[src/rtl/recursive_rw_lock_manager_macros.svh]
// ============================================================================
// Recursive RW lock manager assertion macros
// Shared assertion wrappers; they expand to nothing in synthesis builds.
// ============================================================================
`ifndef RECURSIVE_RW_LOCK_MANAGER_MACROS_SVH
`define RECURSIVE_RW_LOCK_MANAGER_MACROS_SVH

`ifndef SYNTHESIS

// Checks that a condition holds on every clock edge outside reset.
`define RRWL_ASSERT_ALWAYS(label, clk, rst_n, cond) \
    label: assert property (@(posedge clk) disable iff (!rst_n) (cond)) \
        else $error("rrwl assertion failed");

// Checks that a condition in one cycle implies another in the next cycle.
`define RRWL_ASSERT_NEXT(label, clk, rst_n, ante, cons) \
    label: assert property (@(posedge clk) disable iff (!rst_n) (ante) |=> (cons)) \
        else $error("rrwl assertion failed");

`else

`define RRWL_ASSERT_ALWAYS(label, clk, rst_n, cond)
`define RRWL_ASSERT_NEXT(label, clk, rst_n, ante, cons)

`endif

`endif

[src/rtl/rrwl_pkg.sv]
// ============================================================================
// Recursive RW lock manager package
// Command and status codes, controller types and parameter defaults.
// ============================================================================
package rrwl_pkg;

    localparam int THREADS_DEF    = 16;
    localparam int DEPTH_BITS_DEF = 16;

    typedef enum logic [2:0] {
        CMD_LOCK_READ  = 3'd0,
        CMD_LOCK_WRITE = 3'd1,
        CMD_UNLOCK     = 3'd2,
        CMD_UPGRADE    = 3'd3,
        CMD_DEGRADE    = 3'd4,
        CMD_QUERY      = 3'd5
    } cmd_t;

    typedef enum logic [1:0] {
        ST_GRANTED = 2'd0,
        ST_BUSY    = 2'd1,
        ST_REFUSED = 2'd2
    } status_t;

    typedef enum logic {
        S_IDLE = 1'b0,
        S_EXEC = 1'b1
    } state_t;

    typedef struct packed {
        logic capture;
        logic commit;
    } ctrl_cmd_t;

    typedef struct packed {
        logic out_busy;
    } ctrl_sts_t;

endpackage

[src/rtl/rrwl_ram.sv]
// ============================================================================
// Generic single-port-write RAM
// One write port and one read port with a registered read.
// ============================================================================
module rrwl_ram #(
    parameter int WIDTH = 16,
    parameter int DEPTH = 16
) (
    input  logic                     clk,
    input  logic                     we,
    input  logic [$clog2(DEPTH)-1:0] waddr,
    input  logic [WIDTH-1:0]         wdata,
    input  logic                     re,
    input  logic [$clog2(DEPTH)-1:0] raddr,
    output logic [WIDTH-1:0]         rdata
);

    logic [WIDTH-1:0] mem [DEPTH];
    logic [WIDTH-1:0] rdata_reg;

    always_ff @(posedge clk)
    begin
        if (we)
        begin
            mem[waddr] <= wdata;
        end
        if (re)
        begin
            rdata_reg <= mem[raddr];
        end
    end

    assign rdata = rdata_reg;

endmodule

[src/rtl/rrwl_ctrl.sv]
// ============================================================================
// Recursive RW lock manager controller
// Sequences the table read and the commit of one request.
// ============================================================================
module rrwl_ctrl (
    input  logic                  clk,
    input  logic                  rst_n,
    input  logic                  in_valid,
    output logic                  in_ready,
    input  rrwl_pkg::ctrl_sts_t   sts,
    output rrwl_pkg::ctrl_cmd_t   cmd
);

    import rrwl_pkg::*;

    state_t state_reg;
    state_t state_next;

    always_ff @(posedge clk or negedge rst_n)
    begin
        if (!rst_n)
        begin
            state_reg <= S_IDLE;
        end
        else
        begin
            state_reg <= state_next;
        end
    end

    always_comb
    begin
        state_next  = state_reg;
        in_ready    = 1'b0;
        cmd.capture = 1'b0;
        cmd.commit  = 1'b0;
        unique case (state_reg)
            S_IDLE:
            begin
                in_ready    = 1'b1;
                cmd.capture = in_valid;
                if (in_valid)
                begin
                    state_next = S_EXEC;
                end
            end
            S_EXEC:
            begin
                cmd.commit = !sts.out_busy;
                if (!sts.out_busy)
                begin
                    state_next = S_IDLE;
                end
            end
            default:
            begin
                state_next = S_IDLE;
            end
        endcase
    end

endmodule

[src/rtl/rrwl_datapath.sv]
// ============================================================================
// Recursive RW lock manager datapath
// Lock state, per-thread read depth table and the result register.
// ============================================================================
`include "recursive_rw_lock_manager_macros.svh"

module rrwl_datapath #(
    parameter int THREADS    = rrwl_pkg::THREADS_DEF,
    parameter int DEPTH_BITS = rrwl_pkg::DEPTH_BITS_DEF
) (
    input  logic                  clk,
    input  logic                  rst_n,
    input  rrwl_pkg::ctrl_cmd_t   ctrl,
    output rrwl_pkg::ctrl_sts_t   sts,
    input  logic [2:0]            command,
    input  logic [3:0]            thread,
    output logic                  out_valid,
    input  logic                  out_ready,
    output logic [1:0]            status,
    output logic                  in_use,
    output logic                  writer_held,
    output logic [4:0]            reader_total
);

    import rrwl_pkg::*;

    localparam int IDX_W = $clog2(THREADS);
    localparam int CNT_W = $clog2(THREADS + 1);
    localparam logic [DEPTH_BITS-1:0] DEPTH_MAX = {DEPTH_BITS{1'b1}};
    localparam logic [CNT_W-1:0] CNT_MAX = CNT_W'(THREADS);

    logic [2:0]            cmd_reg;
    logic [3:0]            thread_reg;
    logic                  writer_reg;
    logic                  writer_next;
    logic [3:0]            owner_reg;
    logic [3:0]            owner_next;
    logic [DEPTH_BITS-1:0] wdepth_reg;
    logic [DEPTH_BITS-1:0] wdepth_next;
    logic [CNT_W-1:0]      readers_reg;
    logic [CNT_W-1:0]      readers_next;
    logic                  vld_reg [THREADS];
    logic                  out_valid_reg;
    logic                  out_valid_next;
    logic [1:0]            status_reg;
    logic                  in_use_reg;
    logic                  writer_held_reg;
    logic [4:0]            reader_total_reg;

    status_t               status_next;
    logic [IDX_W-1:0]      thread_idx;
    logic                  thread_ok;
    logic                  is_owner;
    logic [DEPTH_BITS-1:0] tbl_rdata;
    logic [DEPTH_BITS-1:0] rd;
    logic [DEPTH_BITS-1:0] rd_inc;
    logic                  tbl_we;
    logic [DEPTH_BITS-1:0] tbl_wdata;

    assign thread_idx = IDX_W'(thread_reg);
    assign thread_ok  = (9'(thread_reg) < 9'(THREADS));
    assign is_owner   = writer_reg && (owner_reg == thread_reg);
    assign rd         = (thread_ok && vld_reg[thread_idx]) ? tbl_rdata : '0;
    assign rd_inc     = (rd == DEPTH_MAX) ? DEPTH_MAX : rd + 1'b1;

    rrwl_ram #(
        .WIDTH (DEPTH_BITS),
        .DEPTH (THREADS)
    ) u_depth_ram (
        .clk   (clk),
        .we    (tbl_we),
        .waddr (thread_idx),
        .wdata (tbl_wdata),
        .re    (ctrl.capture),
        .raddr (IDX_W'(thread)),
        .rdata (tbl_rdata)
    );

    always_comb
    begin
        writer_next  = writer_reg;
        owner_next   = owner_reg;
        wdepth_next  = wdepth_reg;
        readers_next = readers_reg;
        status_next  = ST_REFUSED;
        tbl_we       = 1'b0;
        tbl_wdata    = rd;
        if (thread_ok)
        begin
            unique case (cmd_reg)
                CMD_LOCK_READ:
                begin
                    if (is_owner)
                    begin
                        status_next = ST_GRANTED;
                    end
                    else if (rd != '0)
                    begin
                        tbl_we      = 1'b1;
                        tbl_wdata   = rd_inc;
                        status_next = ST_GRANTED;
                    end
                    else if (writer_reg)
                    begin
                        status_next = ST_BUSY;
                    end
                    else
                    begin
                        tbl_we      = 1'b1;
                        tbl_wdata   = DEPTH_BITS'(1);
                        status_next = ST_GRANTED;
                        if (readers_reg != CNT_MAX)
                        begin
                            readers_next = readers_reg + 1'b1;
                        end
                    end
                end
                CMD_LOCK_WRITE:
                begin
                    if (is_owner)
                    begin
                        wdepth_next = (wdepth_reg == DEPTH_MAX) ? DEPTH_MAX
                                                                : wdepth_reg + 1'b1;
                        status_next = ST_GRANTED;
                    end
                    else if (writer_reg || readers_reg != '0)
                    begin
                        status_next = ST_BUSY;
                    end
                    else
                    begin
                        writer_next = 1'b1;
                        owner_next  = thread_reg;
                        wdepth_next = DEPTH_BITS'(1);
                        status_next = ST_GRANTED;
                    end
                end
                CMD_UNLOCK:
                begin
                    status_next = ST_GRANTED;
                    if (writer_reg)
                    begin
                        if (is_owner && wdepth_reg > DEPTH_BITS'(1))
                        begin
                            wdepth_next = wdepth_reg - 1'b1;
                        end
                        else
                        begin
                            if (is_owner)
                            begin
                                wdepth_next = '0;
                                owner_next  = '0;
                            end
                            writer_next = 1'b0;
                        end
                    end
                    else
                    begin
                        if (rd != '0)
                        begin
                            tbl_we    = 1'b1;
                            tbl_wdata = rd - 1'b1;
                        end
                        if (rd <= DEPTH_BITS'(1) && readers_reg != '0)
                        begin
                            readers_next = readers_reg - 1'b1;
                        end
                    end
                end
                CMD_UPGRADE:
                begin
                    if (is_owner)
                    begin
                        status_next = ST_GRANTED;
                    end
                    else if (writer_reg || readers_reg > CNT_W'(rd != '0))
                    begin
                        status_next = ST_BUSY;
                    end
                    else
                    begin
                        if (rd != '0)
                        begin
                            tbl_we    = 1'b1;
                            tbl_wdata = '0;
                            if (readers_reg != '0)
                            begin
                                readers_next = readers_reg - 1'b1;
                            end
                        end
                        writer_next = 1'b1;
                        owner_next  = thread_reg;
                        wdepth_next = DEPTH_BITS'(1);
                        status_next = ST_GRANTED;
                    end
                end
                CMD_DEGRADE:
                begin
                    if (writer_reg)
                    begin
                        tbl_we      = 1'b1;
                        tbl_wdata   = rd_inc;
                        writer_next = 1'b0;
                        status_next = ST_GRANTED;
                        if (rd == '0 && readers_reg != CNT_MAX)
                        begin
                            readers_next = readers_reg + 1'b1;
                        end
                    end
                end
                default:
                begin
                    status_next = ST_REFUSED;
                end
            endcase
        end
        tbl_we = tbl_we && ctrl.commit;
    end

    always_comb
    begin
        if (ctrl.commit)
        begin
            out_valid_next = 1'b1;
        end
        else if (out_ready)
        begin
            out_valid_next = 1'b0;
        end
        else
        begin
            out_valid_next = out_valid_reg;
        end
    end

    always_ff @(posedge clk)
    begin
        if (ctrl.capture)
        begin
            cmd_reg    <= command;
            thread_reg <= thread;
        end
        if (ctrl.commit)
        begin
            status_reg       <= status_next;
            in_use_reg       <= writer_next || (readers_next != '0);
            writer_held_reg  <= writer_next;
            reader_total_reg <= 5'(readers_next);
        end
    end

    always_ff @(posedge clk or negedge rst_n)
    begin
        if (!rst_n)
        begin
            writer_reg    <= 1'b0;
            owner_reg     <= '0;
            wdepth_reg    <= '0;
            readers_reg   <= '0;
            out_valid_reg <= 1'b0;
            for (int i = 0; i < THREADS; i++)
            begin
                vld_reg[i] <= 1'b0;
            end
        end
        else
        begin
            out_valid_reg <= out_valid_next;
            if (ctrl.commit)
            begin
                writer_reg  <= writer_next;
                owner_reg   <= owner_next;
                wdepth_reg  <= wdepth_next;
                readers_reg <= readers_next;
            end
            if (tbl_we)
            begin
                vld_reg[thread_idx] <= 1'b1;
            end
        end
    end

    assign sts.out_busy = out_valid_reg && !out_ready;
    assign out_valid    = out_valid_reg;
    assign status       = status_reg;
    assign in_use       = in_use_reg;
    assign writer_held  = writer_held_reg;
    assign reader_total = reader_total_reg;

    `RRWL_ASSERT_NEXT(a_commit_shows_result, clk, rst_n, ctrl.commit, out_valid_reg)
    `RRWL_ASSERT_ALWAYS(a_readers_bounded, clk, rst_n, readers_reg <= CNT_MAX)
    `RRWL_ASSERT_ALWAYS(a_writer_has_depth, clk, rst_n, !writer_reg || wdepth_reg != '0)
    `RRWL_ASSERT_ALWAYS(a_no_capture_on_commit, clk, rst_n, !(ctrl.capture && ctrl.commit))

endmodule

[src/rtl/recursive_rw_lock_manager.sv]
// ============================================================================
// Recursive reader-writer lock manager
// Grants, refuses or answers busy to read and write lock requests per thread.
// ============================================================================
//  Channel   Handshake            Payload
//  request   in_valid / in_ready  command, thread
//  result    out_valid/out_ready  status, in_use, writer_held, reader_total
//
//  Each request first reads the thread's read depth from the table RAM,
//  then updates the lock state and writes the table back.
//  A new request is taken only after the previous one has been committed.
//  A result waits in the output register; a stalled result holds back only
//  the commit of the following request.
//  Reset clears the lock state and the table valid bits at once.
// ============================================================================
module recursive_rw_lock_manager #(
    parameter int THREADS    = rrwl_pkg::THREADS_DEF,
    parameter int DEPTH_BITS = rrwl_pkg::DEPTH_BITS_DEF
) (
    input  logic       clk,
    input  logic       rst_n,
    input  logic       in_valid,
    output logic       in_ready,
    input  logic [2:0] command,
    input  logic [3:0] thread,
    output logic       out_valid,
    input  logic       out_ready,
    output logic [1:0] status,
    output logic       in_use,
    output logic       writer_held,
    output logic [4:0] reader_total
);

    import rrwl_pkg::*;

    ctrl_cmd_t ctrl;
    ctrl_sts_t sts;

    rrwl_ctrl u_ctrl (
        .clk      (clk),
        .rst_n    (rst_n),
        .in_valid (in_valid),
        .in_ready (in_ready),
        .sts      (sts),
        .cmd      (ctrl)
    );

    rrwl_datapath #(
        .THREADS    (THREADS),
        .DEPTH_BITS (DEPTH_BITS)
    ) u_datapath (
        .clk          (clk),
        .rst_n        (rst_n),
        .ctrl         (ctrl),
        .sts          (sts),
        .command      (command),
        .thread       (thread),
        .out_valid    (out_valid),
        .out_ready    (out_ready),
        .status       (status),
        .in_use       (in_use),
        .writer_held  (writer_held),
        .reader_total (reader_total)
    );

endmodule
[config.mk]
export PLATFORM = sky130hd
export DESIGN_NAME = recursive_rw_lock_manager
export DESIGN_NICKNAME = d
export VERILOG_FILES = /design/src/rtl/rrwl_pkg.sv /design/src/rtl/rrwl_ram.sv /design/src/rtl/rrwl_ctrl.sv /design/src/rtl/rrwl_datapath.sv /design/src/rtl/recursive_rw_lock_manager.sv
export VERILOG_INCLUDE_DIRS = /design/src /design/src/rtl
export SDC_FILE = /design/constraint.sdc
export NUM_CORES = 1
export LEC_CHECK = 0
export BUFFER_PORTS_ARGS = -buffer_cell sky130_fd_sc_hd__buf_4
export CAP_MARGIN = 20
export CORE_ASPECT_RATIO = 1.5
export CORE_MARGIN = 2
export CORE_UTILIZATION = 27
export CTS_CLUSTER_DIAMETER = 200
export DETAILED_ROUTE_END_ITERATION = 12
export SLEW_MARGIN = 20
export SYNTH_ARGS = -nofsm -noshare
export SYNTH_HDL_FRONTEND = slang
export SYNTH_SLANG_ARGS = --single-unit
[constraint.sdc]
create_clock -name clk -period 9.75 [get_ports clk]
set_input_delay 2.4375 -clock clk [delete_from_list [all_inputs] [get_ports clk]]
set_output_delay 2.4375 -clock clk [all_outputs]
set_load 0.01 [all_outputs]
==> results of run 1 <==
==> worst max-delay path: cells and delay by family, from the launching register on <==
kind	cells	cell delay, ps
flops	1	630
simple gates	4	1210
mux	2	1060
buf+inv	3	770
compound gates	4	950
fa+ha+maj	2	570
==> cell type report <==
class / count / area [um^2]
clock inverter: 25 / 238
sequential: 332 / 9750
fill: 5639 / 39200
clock buffer: 32 / 779
multi-input combinational: 633 / 5410
tap: 763 / 955
timing repair buffer: 48 / 360
inverter: 26 / 103
==> logic make-up after synthesis <==
| kind of cell | Yosys count |
|---|---|
| mux | 93 |
| xor+xnor | 16 |
| simple gates | 282 |
| compound gates | 232 |
| fa+ha+maj | 10 |
| flops | 332 |
| buf+inv | 105 |
==> metrics by stage <==
step           utilization (%)  area, um^2
6_report                  31.0       17600
5_1_grt                   31.0       17600
4_1_cts                   31.0       17600
3_5_place_dp              29.2       16600
3_3_place_gp              29.2       16600
2_1_floorplan                -       15500
==> final timing paths <==
check / startpoint / endpoint / slack (ps) / cells past startpoint
max reg2reg: u_datapath.thread_idx[2] / u_datapath.u_depth_ram.mem[3][12] / 4210 / 15
min in group asynchronous: rst_n / u_datapath.wdepth_reg[5] / 1860 / 1
min: u_datapath.vld_reg[5] / u_datapath.vld_reg[5] / 470 / 1
min reg2reg: u_datapath.vld_reg[5] / u_datapath.vld_reg[5] / 470 / 1
max: u_datapath.thread_idx[2] / u_datapath.u_depth_ram.mem[3][12] / 4210 / 15
max in group asynchronous: rst_n / u_datapath.readers_reg[2] / 7470 / 1
==> cells in the mapped netlist (4+ instances only) <==
library cell,count
nand4_1,12
a221o_1,4
inv_1,23
mux2i_1,4
and4_1,4
a41oi_1,4
buf_2,5
xnor2_1,9
buf_1,12
a22o_1,5
nand2b_1,7
and3_1,10
o41ai_1,4
xor2_1,7
dfrtp_1,44
a211o_1,7
or4_1,4
o21ai_0,45
or2_2,4
nor2b_1,9
o211ai_1,6
nand2_1,79
edfxtp_1,288
a31oi_1,20
mux4_2,85
a41o_1,17
clkbuf_1,60
nor4_1,24
o221ai_1,10
a211oi_1,7
mux2_2,4
nor2_1,47
and2_1,8
or3_1,13
nor3_1,20
o22ai_1,6
a21oi_1,60
ha_1,10
nand3_1,29
==> routing by layer <==
| metal | GRT usage, % | share of wire (%) | vias up |
|---|---|---|---|
| met1 | 14.8 | 38 | 5000 |
| met5 | 0 | 0 | - |
| met3 | 1.34 | 4.6 | 71 |
| met4 | 4.34 | 2.8 | 0 |
| met2 | 23.0 | 54 | 335 |
| li1 | - | - | 4309 |
==> power by group through the flow <==
stage	Clock, mW	Sequential (mW)	Combinational (mW)
after floorplan	0	1.94	0.840
after global placement	0	2.00	1.12
after detailed placement	0	2.01	1.15
after CTS	1.24	1.98	1.15
after global routing	1.29	2.00	1.28
final	1.21	1.98	1.16
==> impl_metrics.toml, run 1 <==
[clocking]
htreeDepth = 1
cts_root_buf = "clkbuf_16"
post_cts_buffers = 0
clock_latency_ps = 580
cts_resized = 0
clkTransAtPathRegs_ps = 60
numClockSinks = 332
numCtsBuffers = 31
ctsHoldBuffers = 0
cts_tree = "yes"
cts_buffer_depth = 3

[layout]
largest_reg_flops = 256
layout_commonest_cell = "edfxtp_1"
syn_to_final_growth_pct = 13.8
final_cell_mix = "288 x edfxtp_1, 85 x mux4_2, 78 x nand2_1, 59 x a21oi_1, 48 x buf_4"
drive_gt1_share_pct = 20.3
largest_register = "u_datapath.u_depth_ram.mem"
nNetsFinal = 1093
diodes = 0
instances_no_fill = 1859

[synthesis]
synthArstFlopShare_pct = 13.3
synth-xor-area-share_pct = 0.907
netlist_area_um2 = 15500
synth_cell_types = 70
synth_compound_area_share_pct = 10.2
syn_nets = 1091
synth.area.top_cells = "edfxtp_1 56%, mux4_2 12%, dfrtp_1 7.1%, a21oi_1 1.9%, nand2_1 1.9%"
synth_top_family_by_area = "multiplexers"
ys_ff_latch = 332
synth_enable_flop_cells = 288
synth_top_area_share_pct = 56.0
yosys.area_share.simple_pct = 9.33
synth_top_area_cell = "edfxtp_1"
synth_area_per_cell_um2 = 14.4
yosys.area_share.adder_pct = 0.810
synth_mux_area_share_pct = 12.9
synth_flop_cell = "edfxtp_1"
synth.yosys.warnings = 0
syn_inst = 1070
seq_area_frac_synth_pct = 63.1

[timing]
skew_ps = 15.9
post-route-period-util_pct = 56.8
relSlewSlack_pct = 24.9
worst_slack_ps = 4210
whs_ps = 466
fmax_mhz = 180
final_max_slew_viol_count = 0
setup_violations = 0
fin_tns_setup_ps = 0
worstMarginPinSlew_ps = 1120
final.min_clock_period_ps = 5540
hold_viol = 0
rsz0062_at_grt = "no"

[die]
start_util_pct = 27.2
die_area_um2 = 59200
core_area_um2 = 56800
die_y_um = 297
ios = 22
die_w_um = 199
rows = 107

[pwr]
pwr-share-clk_pct = 27.8
intPower_mw = 2.92
vdd.ir_drop.worst_mv = 0.148
power_frac_comb_pct = 26.6
switching_share_pct = 32.9
p_leak_nw = 5.82
sequentialPowerShare_pct = 45.6
p_sw_mw = 1.43
totalPowerFinal_mw = 4.35
cellPowerDensity_nw_per_um2 = 247

[worst_setup_path]
cp_data_required_time_ps = 10020
crit_type = "reg -> reg"
cp.arrival_ps = 5810
slowest_delay_ps = 750
crit_slowest_cell = "nor4_2"
crit_fanout = 49
cp-end-kind = "flop"
cp-start-kind = "flop"
crit_chain = "mux4_2 -> mux4_2 -> buf_4 -> nand2_1 -> ha_1 -> inv_1 -> a21o_4 -> ha_1 -> nor2_1 -> nor2_1 -> o21ai_0 -> a21oi_1 -> o21ai_2 -> nor4_2 -> buf_4"

[placed_design]
place_congestion = 0.894
io_buffers = 21
post-place-cells = 1802
pre_cts_ws_ps = 4150
hpwl_um = 25000

[global_routing]
grt.total_usage_pct = 12.4
antenna_found_initial = 0
grt_pass1_wl_um = 57600
overflow = 0
grt_pass1_vias = 9687
grt_max_degree = 66

[job]
maxCapViolCount = 0

[drt]
ant_nets = 0
drtIter0Drc = 868
drc = 0
detail_route.wl_per_cell_um = 19.9
post_drt_via_cell_ratio = 5.23
wirelength_um = 37000
drtPass1Iterations = 5
vias = 9715

[run_status]
status = "complete, no violations"

[hold_path]
hold_class = "reg -> reg"
Note: power is estimated with default switching activity, not from simulation.
==> inputs of run 2 (changes only) <==
==> constraint.sdc (replaced) <==
create_clock -name clk -period 5.5 [get_ports clk]
set_input_delay 1.375 -clock clk [delete_from_list [all_inputs] [get_ports clk]]
set_output_delay 1.375 -clock clk [all_outputs]
set_load 0.01 [all_outputs]
==> run 2 against run 1 <==
  * Clock power is 87% higher
  * Final cell count is 0.75% higher
  * Power up 81%
  * Sequential share of layout area shrank 0.48 points
  * Wire length increased by 1.0%
  * Clock skew rose by 4.0 ps
  * First-iteration DRC count shrank 6.8%
  * Maximum frequency rose by 8.4%
  * Global-route usage is 0.079 points higher
  * Die area is the same
  * Non-clock buffer count up 12
  * Sequential power rose by 76%
  * Critical path type unchanged
==> impl_metrics.toml, run 2 (synthesized netlist as in run 1, its figures left out) <==
[layout]
largest_register = "u_datapath.u_depth_ram.mem"
largest_reg_flops = 256
final_cell_mix = "288 x edfxtp_1, 85 x mux4_2, 79 x nand2_1, 60 x a21oi_1, 59 x buf_4"
instances_no_fill = 1873
syn_to_final_growth_pct = 14.8
nNetsFinal = 1108
layout_commonest_cell = "edfxtp_1"
final_area_um2 = 17700
fill_cells = 5636
diodes = 0
drive_gt1_share_pct = 20.7

[drt]
post_drt_via_cell_ratio = 5.22
drtIter0Drc = 809
drc = 0
ant_nets = 0
drtPass1Iterations = 5
detail_route.wl_per_cell_um = 19.9
wirelength_um = 37400
vias = 9768

[timing]
relSlewSlack_pct = 25.4
final.min_clock_period_ps = 5110
fmax_mhz = 196
skew_ps = 20.0
rsz0062_at_grt = "no"
hold_viol = 0
setup_violations = 0
worst_slack_ps = 386
post-route-period-util_pct = 93.0
worstMarginPinSlew_ps = 1120
final_max_slew_viol_count = 0

[job]
maxCapViolCount = 0

[placed_design]
place_area_um2 = 16700
post-place-cells = 1814
io_buffers = 21
hpwl_um = 25200
place_congestion = 0.851
pre_cts_ws_ps = 478

[global_routing]
grt.total_usage_pct = 12.5
grt_pass1_wl_um = 57800
antenna_found_initial = 0
overflow = 0
grt_max_degree = 66
grt_pass1_vias = 9823

[die]
die_y_um = 297
start_util_pct = 27.2
ios = 22
die_area_um2 = 59200
die_w_um = 199
rows = 107
core_area_um2 = 56800

[worst_setup_path]
crit_fanout = 16
cp.arrival_ps = 5370
crit_chain = "mux4_2 -> mux4_2 -> nand2_1 -> ha_1 -> inv_1 -> a21o_4 -> ha_1 -> nor2_1 -> nor3_1 -> a21oi_1 -> o41a_1 -> nor4_1 -> nand4b_1"
cp_data_required_time_ps = 5760
cp-start-kind = "flop"
cp-end-kind = "flop"
crit_type = "reg -> reg"
slowest_delay_ps = 650
crit_slowest_cell = "edfxtp_1"

[pwr]
vdd.ir_drop.worst_mv = 0.192
totalPowerFinal_mw = 7.88
cellPowerDensity_nw_per_um2 = 444
p_leak_nw = 5.90

[clocking]
numCtsBuffers = 34
cts_tree = "yes"
post_cts_buffers = 0
clock_latency_ps = 530
clkTransAtPathRegs_ps = 70
cts_buffer_depth = 3
numClockSinks = 332
cts_resized = 0
htreeDepth = 2
ctsHoldBuffers = 0
cts_root_buf = "clkbuf_16"

[run_status]
status = "complete, no violations"

[hold_path]
hold_class = "reg -> reg"
==> run 2: changes by cell type in the layout (fill, tap and decap cells not counted), moves of 2 or more <==
cell | before | now
buf_4 | 48 | 59
bufinv_16 | 4 | 2
clkbuf_1 | 1 | 6
clkbuf_16 | 31 | 35
clkbuf_8 | 0 | 2
clkinv_1 | 9 | 5
clkinv_2 | 8 | 5
clkinv_8 | 0 | 2
inv_6 | 4 | 2
==> run 2: stage by stage <==
stage | setup TNS [ps] | util, % | hold slack (ps)
6_report | 0 | 31.3 | 462
3_5_place_dp | 0 | 29.3 | 454
2_1_floorplan | -133650 | - | 431
5_1_grt | 0 | 31.3 | 484
3_3_place_gp | 0 | 29.3 | 449
4_1_cts | 0 | 31.3 | 466
==> run 2: layer usage <==
layer  global-route usage (%)  share of wire, %  vias up  routed length [um]
li1                         -                 -     4325                   -
met2                     22.7                53      321               19900
met5                        0                 0        -                   0
met1                     14.9                39     5035               14600
met3                     1.50               4.2       87                1570
met4                     5.01               3.5        0                1320
==> run 2: area by class of cell <==
type / count / area (um^2) / share of cell area (%)
multi-input combinational: 633 / 5390 / 30.4
tap: 763 / 955 / 5.38
clock buffer: 43 / 926 / 5.22
timing repair buffer: 60 / 463 / 2.61
inverter: 26 / 103 / 0.578
sequential: 332 / 9750 / 54.9
clock inverter: 16 / 160 / 0.903
==> run 2: where the power goes <==
| group | internal [mW] | switching, mW |
|---|---|---|
| Sequential | 3.28 | 0.216 |
| Combinational | 0.699 | 1.43 |
| Clock | 1.30 | 0.967 |
==> run 2: final timing paths <==
path / startpoint / end / slack [ps] / cells past startpoint
max: u_datapath.thread_idx[2] / u_datapath.in_use / 390 / 13
min: u_datapath.vld_reg[0] / u_datapath.vld_reg[0] / 460 / 1
max reg2reg: u_datapath.thread_idx[2] / u_datapath.in_use / 390 / 13
min reg2reg: u_datapath.vld_reg[0] / u_datapath.vld_reg[0] / 460 / 1
max in group asynchronous: rst_n / u_datapath.readers_reg[2] / 4230 / 1
min in group asynchronous: rst_n / u_datapath.wdepth_reg[10] / 850 / 1
==> run 2: worst max-delay path: cells and delay by family, from the launching register on <==
kind | cells | cell delay [ps]
compound gates | 3 | 930
buf+inv | 1 | 120
simple gates | 5 | 1490
mux | 2 | 1120
fa+ha+maj | 2 | 550
flops | 1 | 650
